[src/rtl/core/fppd_pkg.sv]
// Package for the FIFO page pool directory: sizes, operation codes and the
// request, response and engine status types. Depends on nothing.
package fppd_pkg;

  // Number of pages the pool holds.
  localparam int POOL_DEPTH = 4;

  // Slot index width and fill count width (the count must reach POOL_DEPTH).
  localparam int IDX_W = (POOL_DEPTH > 1) ? $clog2(POOL_DEPTH) : 1;
  localparam int CNT_W = $clog2(POOL_DEPTH + 1);

  localparam int TABLE_W = 8;
  localparam int PAGE_W  = 16;
  localparam int KEY_W   = TABLE_W + PAGE_W;
  localparam int OCC_W   = 3;

  localparam logic OP_LOOKUP = 1'b0;
  localparam logic OP_REMOVE = 1'b1;

  typedef struct packed {
    logic               operation;
    logic [TABLE_W-1:0] table_id;
    logic [PAGE_W-1:0]  page_index;
  } req_t;

  typedef struct packed {
    logic               found;
    logic               evicted_valid;
    logic [TABLE_W-1:0] evicted_table;
    logic [PAGE_W-1:0]  evicted_page;
    logic [OCC_W-1:0]   occupancy;
  } rsp_t;

  typedef struct packed {
    logic idle;
    logic done;
  } eng_status_t;

endpackage

[src/rtl/core/fppd_engine.sv]
// Key store and sequencer of the FIFO page pool directory. One key comparator
// walks the slots, then the slots are moved one per cycle. Uses fppd_pkg.
module fppd_engine (
  input  logic                clk,
  input  logic                rst,
  input  logic                start,
  input  fppd_pkg::req_t      req,
  input  logic                take,
  output fppd_pkg::eng_status_t status,
  output fppd_pkg::rsp_t      rsp
);
  import fppd_pkg::*;

  typedef enum logic [4:0] {
    ST_IDLE   = 5'b00001,
    ST_SCAN   = 5'b00010,
    ST_SHIFT  = 5'b00100,
    ST_APPEND = 5'b01000,
    ST_DONE   = 5'b10000
  } state_t;

  logic [KEY_W-1:0] key_store [POOL_DEPTH];

  state_t           state;
  logic [CNT_W-1:0] idx;
  logic [CNT_W-1:0] fill;
  logic             op;
  logic [KEY_W-1:0] key;
  logic             found;
  logic             ev_valid;
  logic [KEY_W-1:0] ev_key;
  logic             append_pending;

  logic [KEY_W-1:0] cur;
  logic [CNT_W-1:0] idx_prev;
  logic             in_range;
  logic             match;

  assign cur      = key_store[idx[IDX_W-1:0]];
  assign idx_prev = idx - CNT_W'(1);
  assign in_range = (idx < fill);
  assign match    = (cur == key);

  // Control state.
  always_ff @(posedge clk) begin
    if (rst) begin
      state <= ST_IDLE;
      fill  <= '0;
    end else begin
      case (state)
        ST_IDLE: begin
          if (start) begin
            state <= ST_SCAN;
          end
        end
        ST_SCAN: begin
          if (in_range) begin
            if (match) begin
              state <= (op == OP_REMOVE) ? ST_SHIFT : ST_DONE;
            end
          end else if (op == OP_LOOKUP) begin
            state <= (fill == CNT_W'(POOL_DEPTH)) ? ST_SHIFT : ST_APPEND;
          end else begin
            state <= ST_DONE;
          end
        end
        ST_SHIFT: begin
          if (!in_range) begin
            fill  <= fill - CNT_W'(1);
            state <= append_pending ? ST_APPEND : ST_DONE;
          end
        end
        ST_APPEND: begin
          fill  <= fill + CNT_W'(1);
          state <= ST_DONE;
        end
        ST_DONE: begin
          if (take) begin
            state <= ST_IDLE;
          end
        end
        default: state <= ST_IDLE;
      endcase
    end
  end

  // Working registers and the key store.
  always_ff @(posedge clk) begin
    case (state)
      ST_IDLE: begin
        if (start) begin
          op             <= req.operation;
          key            <= {req.table_id, req.page_index};
          idx            <= '0;
          found          <= 1'b0;
          ev_valid       <= 1'b0;
          append_pending <= 1'b0;
        end
      end
      ST_SCAN: begin
        if (in_range) begin
          // Slot 0 is the oldest entry and the eviction victim.
          if (idx == '0) begin
            ev_key <= cur;
          end
          if (match) begin
            found <= 1'b1;
          end
          idx <= idx + CNT_W'(1);
        end else if (op == OP_LOOKUP && fill == CNT_W'(POOL_DEPTH)) begin
          ev_valid       <= 1'b1;
          append_pending <= 1'b1;
          idx            <= CNT_W'(1);
        end
      end
      ST_SHIFT: begin
        if (in_range) begin
          key_store[idx_prev[IDX_W-1:0]] <= cur;
          idx <= idx + CNT_W'(1);
        end
      end
      ST_APPEND: begin
        key_store[fill[IDX_W-1:0]] <= key;
      end
      default: begin
      end
    endcase
  end

  assign status.idle = (state == ST_IDLE);
  assign status.done = (state == ST_DONE);

  assign rsp.found         = found;
  assign rsp.evicted_valid = ev_valid;
  assign rsp.evicted_table = ev_valid ? ev_key[KEY_W-1:PAGE_W] : '0;
  assign rsp.evicted_page  = ev_valid ? ev_key[PAGE_W-1:0] : '0;
  assign rsp.occupancy     = OCC_W'(fill);

endmodule

[src/rtl/core/fifo_page_pool_directory.sv]
// Top level of the FIFO page pool directory: request handshake, result
// register and the sequenced engine. Uses fppd_pkg and fppd_engine.
//
//   Channel  Direction  Handshake               Payload
//   req      in         req_valid / req_stall   fppd_pkg::req_t
//   rsp      out        rsp_valid / rsp_stall   fppd_pkg::rsp_t
//
// A single key comparator visits the held slots one per cycle, and the slots
// behind a removed or evicted entry then move forward one per cycle, so the
// count of held pages and the position of a match set the time from one
// request transfer to the next.
// Reset (synchronous, active high) empties the pool and drops any result.
// req_stall is high while a request is in work; a stalled result waits in
// the result register while the next request is already taken.
module fifo_page_pool_directory (
  input  logic           clk,
  input  logic           rst,
  input  logic           req_valid,
  output logic           req_stall,
  input  fppd_pkg::req_t req,
  output logic           rsp_valid,
  input  logic           rsp_stall,
  output fppd_pkg::rsp_t rsp
);
  import fppd_pkg::*;

  eng_status_t eng_status;
  rsp_t        eng_rsp;
  logic        start;
  logic        take;

  // The engine registers the request itself when it starts.
  assign req_stall = !eng_status.idle;
  assign start     = req_valid && eng_status.idle;

  // A finished result moves to the result register once that register is
  // empty or its transfer completes in this cycle.
  assign take = eng_status.done && (!rsp_valid || !rsp_stall);

  fppd_engine u_engine (
    .clk    (clk),
    .rst    (rst),
    .start  (start),
    .req    (req),
    .take   (take),
    .status (eng_status),
    .rsp    (eng_rsp)
  );

  always_ff @(posedge clk) begin
    if (rst) begin
      rsp_valid <= 1'b0;
    end else if (take) begin
      rsp_valid <= 1'b1;
    end else if (!rsp_stall) begin
      rsp_valid <= 1'b0;
    end
  end

  always_ff @(posedge clk) begin
    if (take) begin
      rsp <= eng_rsp;
    end
  end

`ifndef NO_ASSERTIONS
  // An eviction only ever follows a lookup that missed.
  a_evict_on_miss: assert property (@(posedge clk) disable iff (rst)
    rsp_valid |-> !(rsp.evicted_valid && rsp.found))
    else $error("eviction reported together with a hit");

  // Without an eviction the victim fields read as zero.
  a_evict_zero: assert property (@(posedge clk) disable iff (rst)
    (rsp_valid && !rsp.evicted_valid) |->
      (rsp.evicted_table == '0 && rsp.evicted_page == '0))
    else $error("victim fields set without an eviction");

  // A request taken in puts the engine to work in the next cycle.
  a_busy_after_start: assert property (@(posedge clk) disable iff (rst)
    (req_valid && !req_stall) |=> req_stall)
    else $error("engine idle right after a request transfer");

  // A finished result that cannot move on is held, not lost.
  a_done_held: assert property (@(posedge clk) disable iff (rst)
    (eng_status.done && !take) |=> eng_status.done)
    else $error("finished result dropped while the result register was full");
`endif

endmodule

[config.mk]
export PLATFORM = sky130hd
export DESIGN_NAME = fifo_page_pool_directory
export DESIGN_NICKNAME = d
export VERILOG_FILES = /design/src/rtl/core/fppd_pkg.sv /design/src/rtl/core/fppd_engine.sv /design/src/rtl/core/fifo_page_pool_directory.sv
export SDC_FILE = /design/constraint.sdc
export NUM_CORES = 1
export LEC_CHECK = 0
export ABC_AREA = 1
export ABC_CLOCK_PERIOD_IN_PS = 11000
export BUFFER_PORTS_ARGS = -buffer_cell sky130_fd_sc_hd__clkbuf_2
export CAP_MARGIN = 15
export CORE_ASPECT_RATIO = 1.25
export CORE_MARGIN = 4
export CORE_UTILIZATION = 55
export DETAILED_ROUTE_END_ITERATION = 8
export HOLD_SLACK_MARGIN = 0.05
export PLACE_DENSITY = 0.75
export SLEW_MARGIN = 20
export SYNTH_ARGS = -nofsm -noshare
export SYNTH_HDL_FRONTEND = slang
export SYNTH_SLANG_ARGS = --single-unit
[constraint.sdc]
create_clock -name clk -period 11 [get_ports clk]
set_clock_uncertainty 0.15 [all_clocks]
set_input_delay 2.2 -clock clk [delete_from_list [all_inputs] [get_ports clk]]
set_output_delay 2.2 -clock clk [all_outputs]
set_load 0.02 [all_outputs]
# ---- Word-level counts from Yosys, hierarchy flattened
# Memory sizes are Yosys's and may differ from the RTL's. A register that Yosys moved wholly into a read port is not among the register bits.
# Index checks and enable logic that the tools add are counted.
dict set report word_totals {
  out_inout_bits 31
  ff_bits 92
  wordCells 93
  mem_count 1
  ramBits 96
}
# memory words word_bits read_ports rd_clocked_by_memory_dff wr line
set memory_table {}
lappend memory_table {u_engine.key_store 4 24 1 1 1 fppd_engine.sv:22} ;# logic [KEY_W-1:0] key_store [POOL_DEPTH];
dict set report classes {
  bitwise 1
  n_lt_le_gt_ge 1
  eq_ne 18
  reduce_logical 19
  addsub 4
  n_mux 35
}
# op count
set op_table {}
lappend op_table {{two-way mux 5 bit} 8}
lappend op_table {{case mux 5 bit (5 select lines)} 1}
lappend op_table {{== test 24 bit} 1}
lappend op_table {{two-way mux 24 bit} 1}
lappend op_table {{OR reduction 24 bit} 1}
lappend op_table {{AND reduction 4 bit} 4}
lappend op_table {{two-way mux 3 bit} 5}
lappend op_table {{inequality test 2 x 1 -> 1 bit (second input constant)} 7}
lappend op_table {{two-way mux 1 bit} 13}
lappend op_table {{case mux 3 bit (3 select lines)} 1}
lappend op_table {{adder 3 x 1 -> 3 bit (second input constant)} 2}
lappend op_table {{case mux 3 bit (2 select lines)} 1}
lappend op_table {{== test 5 x 1 -> 1 bit (second input constant)} 1}
lappend op_table {{== test 5 x 2 -> 1 bit (second input constant)} 1}
lappend op_table {{== test 5 x 3 -> 1 bit (second input constant)} 1}
lappend op_table {{== test 5 x 4 -> 1 bit (second input constant)} 1}
lappend op_table {{== test 5 bit (second input constant)} 1}
lappend op_table {{two-way mux 2 bit} 2}
lappend op_table {{two-way mux 4 bit} 1}
lappend op_table {{inequality test 2 bit (second input constant)} 2}
lappend op_table {{case mux 1 bit (2 select lines)} 2}
lappend op_table {{AND reduction 2 bit} 2}
lappend op_table {{nonzero test 2 bit} 2}
lappend op_table {{== test 3 bit (second input constant)} 1}
lappend op_table {{12 further kinds} 16}

# ---- Longest topological paths before layout
dict set report depth {
  word_depth 6
  mapped_depth 16
  mapped_depth_nobuf 14
}

# ---- Modules after synthesis
# From an unflattened synthesis, not the netlist that was laid out.
dict set report hier_totals {
  cells_unflattened 715
  area_unflattened_um2 7955.1
}
# module cells_each area_each_um2 n_inst seq_area_each_um2
set by_module_without_submodules {}
lappend by_module_without_submodules {fppd_engine 678 7031.7 1 4704.5}
lappend by_module_without_submodules {fifo_page_pool_directory 37 923.4 1 890.9}

# ---- Worst setup path after synthesis
# No wires, ideal clock.
dict set report synth_path {
  path_kind {in2reg}
  start {input rsp_stall}
  end {register rsp[0] (netlist bit) (enable)}
  arrival_ps 3662
  setup_slack_ps 6763
  path_buffers 0
  t_required_ps 10425
  stages 1
  cell_sequence {a21oi_1}
}
dict set report synth_via {
  elab_chain_cells 3
}
# element line
set synth_lines {}
lappend synth_lines {{start, declared} fifo_page_pool_directory.sv:22} ;# input logic rsp_stall,
lappend synth_lines {{zero test 1 bit} -}
lappend synth_lines {{logical OR 1 bit} fifo_page_pool_directory.sv:38} ;# assign take = eng_status.done && (!rsp_valid || !rsp_stall);
lappend synth_lines {{logical AND 1 bit} fifo_page_pool_directory.sv:38}
lappend synth_lines {{end signal, assigned} fifo_page_pool_directory.sv:62} ;# rsp <= eng_rsp;
lappend synth_lines {{end, declared} fifo_page_pool_directory.sv:23} ;# output fppd_pkg::rsp_t rsp
# No other way between the ends.
# A chain may end at the register's enable or synchronous reset.

# ---- Worst setup path in the final report
dict set report layout_path {
  start {register u_engine.state[2]}
  end {output req_stall}
}
dict set report layout_via {
  elab_chain_cells 2
}
# element line
set layout_lines {}
lappend layout_lines {{start, declared} fppd_engine.sv:24} ;# state_t state;
lappend layout_lines {{start signal, assigned} fppd_engine.sv:59} ;# state <= (op == OP_REMOVE) ? ST_SHIFT : ST_DONE;
lappend layout_lines {{start signal, assigned} fppd_engine.sv:62} ;# state <= (fill == CNT_W'(POOL_DEPTH)) ? ST_SHIFT : ST_APPEND;
lappend layout_lines {{start signal, assigned} fppd_engine.sv:70} ;# state <= append_pending ? ST_APPEND : ST_DONE;
lappend layout_lines {{== test 5 x 1 -> 1 bit} fppd_engine.sv:130} ;# assign status.idle = (state == ST_IDLE);
lappend layout_lines {{zero test 1 bit} fifo_page_pool_directory.sv:33} ;# assign req_stall = !eng_status.idle;
lappend layout_lines {{end, declared} fifo_page_pool_directory.sv:19} ;# output logic req_stall,
# No other way between the ends.

==> flow_metrics.env <==
export IMPL_status="finished clean"
export IMPL_finalSetupViolCount=0
export IMPL_cts_sinks=190
export IMPL_ctsHoldBuffers=0
export IMPL_rsz0062_at_grt="no"
export IMPL_worst_path_max_delay_cell="dfxtp_1"
export IMPL_port_buffers=59
export IMPL_core_area_sq_mm=0.01399
export IMPL_fin_crit_ns=3.780
export IMPL_grt_pass1_vias=5108
export IMPL_drt_first_pass_iters=8
export IMPL_route_vias_total=5247
export IMPL_antenna_found_initial=0
export IMPL_clk_latency_ns=0.43
export IMPL_overflow=0
export IMPL_grt_max_degree=53
export IMPL_netlist_area_sq_mm=0.007919
export IMPL_fmaxAchievable_mhz=264.6
export IMPL_dpl_hpwl_um=10010
export IMPL_gp_congestion=0.9059
export IMPL_path_max_fanout=4
export IMPL_post_cts_setup_buffers=0
export IMPL_die_w_um=115.3
export IMPL_placed_area_sq_mm=0.008394
export IMPL_cts_root_buf="clkbuf_16"
export IMPL_numCtsBuffers=17
export IMPL_min_path_type="flip-flop to flip-flop"
export IMPL_worstPathArrival_ns=1.43
export IMPL_ios=60
export IMPL_drive_gt1_frac=0.1356
export IMPL_final_area_sq_mm=0.008950
export IMPL_post_cts_resized=0
export IMPL_initial_core_util=0.5659
export IMPL_met2_length_um=7773
export IMPL_synth_seq_cells=190
export IMPL_total_power_mw=2.125
export IMPL_period_share=0.3436
export IMPL_cts_tree="built"
export IMPL_worst_pin_slew_ns=0.8793
export IMPL_die_height_um=142.2
export IMPL_h_tree_depth=4
export IMPL_hold_ws_ns=0.2927
export IMPL_die_area_sq_mm=0.01639
export IMPL_wire_per_inst_um=16.30
export IMPL_num_antenna_cells=0
export IMPL_register_area_sq_mm=0.005595
export IMPL_synth_seq_area_share=0.7066
export IMPL_drv_slew=0
export IMPL_wl_met3_um=1190
export IMPL_setup_tns_ns=0
export IMPL_clockBufferDepth=2
export IMPL_fillers=1057
export IMPL_cp_end_kind="output port"
export IMPL_wl_met1_um=6324
export IMPL_rr_worst_depth=9
export IMPL_required_ns=8.65
export IMPL_final_hold_violation_count=0
export IMPL_max_slew_margin_rel=0.4106
export IMPL_rows=48
export IMPL_peakVddDrop_mv=0.1209
export IMPL_power_density_mw_per_mm2=237.4
export IMPL_gr_usage_all_layers=0.2031
export IMPL_synth_warnings=0
export IMPL_finalNetCount=811
export IMPL_synthCells=713
export IMPL_ant_nets=0
export IMPL_crit_chain="nor2_1, nand2_1, nor2_1, inv_1, clkbuf_2"
export IMPL_synth_nets=747
export IMPL_max_stage_delay_ns=0.35
export IMPL_drt_total_wl_um=15710
export IMPL_timing_worst_setup_path_type="flip-flop to output port"
export IMPL_path_clk_slew_ns=0.06
export IMPL_drt_iter0_markers=419
export IMPL_synth_cell_types=26
export IMPL_syn_avg_cell_area_sq_um=11.11
export IMPL_grt_pass1_wl_um=25360
export IMPL_p_leak_nw=3.641
export IMPL_viasPerCell=5.443
export IMPL_cap_violations=0
export IMPL_multi_input_area_sq_mm=0.001928
export IMPL_worstHoldPathCells=0
export IMPL_drc=0
export IMPL_cp_start_kind="flip-flop"
export IMPL_cpMostUsedCell="nor2_1"
export IMPL_highest_layer="met4"
export IMPL_syn_to_final_growth_pct=13.02
[registers in the layout, summed over array words and instances (netlist names), named ones only]
signal / count
u_engine.key_store: 96
rsp: 29
u_engine.ev_key: 24
u_engine.key: 24
u_engine.state: 5
u_engine.fill: 3
u_engine.idx: 3
rsp_valid: 1
u_engine.ev_valid: 1
u_engine.found: 1
u_engine.op: 1
[layer usage]
| metal | track usage | vias to the layer above |
|---|---|---|
| met1 | 0.2598 | 2448 |
| li1 | - | 2527 |
| met5 | 0 | - |
| met3 | 0.03786 | 33 |
| met4 | 0.09889 | 0 |
| met2 | 0.3341 | 239 |
[cells in the final DEF (no fill, tap or decap), drive strengths merged]
cell type  count
nand4          2
fa             1
nand3b        22
bufinv         2
dfxtp         11
buf            9
clkinvlp       3
xnor2          2
nor3           5
o211ai         1
or2            1
nor2          32
nor3b          1
clkinv         5
a21o           1
edfxtp       179
clkbuf        79
inv           78
nand2        242
a21oi         11
ha             4
nand3         61
a31oi          1
o21ai         36
[kinds of logic after synthesis]
family / count (synthesis) / synth area share
AND/OR/NAND/NOR: 366 / 0.1964
flip-flops: 190 / 0.7066
buffers and inverters: 100 / 0.05356
AO/OA/AOI/OAI: 50 / 0.03239
adder cells (fa/ha/maj): 5 / 0.008849
XOR/XNOR: 2 / 0.002212
[power breakdown]
part / total [mW] / internal, mW / switching (mW) / leakage, nW
Combinational: 0.559 / 0.151 / 0.408 / 1.66
Sequential: 0.982 / 0.938 / 0.0436 / 1.72
Clock: 0.584 / 0.332 / 0.252 / 0.264
Total: 2.12 / 1.42 / 0.704 / 3.64
[synth_stat cells]
master | number | area share
nand4_1 | 2 | 0.0016
xnor2_1 | 2 | 0.0022
nand2_1 | 241 | 0.11
nand3b_1 | 22 | 0.021
or2_2 | 1 | 0.00079
inv_1 | 75 | 0.036
a21oi_1 | 11 | 0.0070
dfxtp_1 | 11 | 0.028
buf_6 | 4 | 0.0057
buf_4 | 2 | 0.0019
nor3_1 | 5 | 0.0032
fa_1 | 1 | 0.0025
nor2_2 | 1 | 0.00079
nand2_2 | 1 | 0.00079
o21ai_0 | 36 | 0.023
a31oi_1 | 1 | 0.00079
nor2_1 | 31 | 0.015
buf_2 | 9 | 0.0057
a21o_1 | 1 | 0.00095
clkbuf_1 | 8 | 0.0038
edfxtp_1 | 179 | 0.68
ha_1 | 4 | 0.0063
nor3b_1 | 1 | 0.00095
o211ai_1 | 1 | 0.00095
nand3_1 | 61 | 0.039
inv_2 | 2 | 0.00095
[critical path, delay by kind of cell (launching register included)]
family                 cells  cell delay [ns]
buffers and inverters      2             0.24
AND/OR/NAND/NOR            3             0.42
flip-flops                 1             0.35
[final cells by class]
class,instances,area share
Tap cell,175,0.02447
Multi-Input combinational cell,423,0.2154
Clock inverter,11,0.01328
Clock buffer,20,0.04879
Timing Repair Buffer,68,0.04054
Inverter,77,0.03229
Sequential cell,190,0.6252
[through the flow]
step,util,std cells,setup WS (ns)
floorplan,-,713,6.763
global placement,0.5999,933,7.086
detailed placement,0.5999,933,7.029
CTS,0.6396,964,7.230
global route,0.6396,964,7.101
finish,0.6396,964,7.220
[final timing paths]
kind	start	to	slack (ns)
setup / recovery	u_engine.state[2]	req_stall	7.22
hold / removal	u_engine.found	rsp[28]	0.29
setup reg to reg	u_engine.state[0]	u_engine.key_store[3][15]	7.36
hold reg to reg	u_engine.found	rsp[28]	0.29
Power figures use the tool's default switching activity.
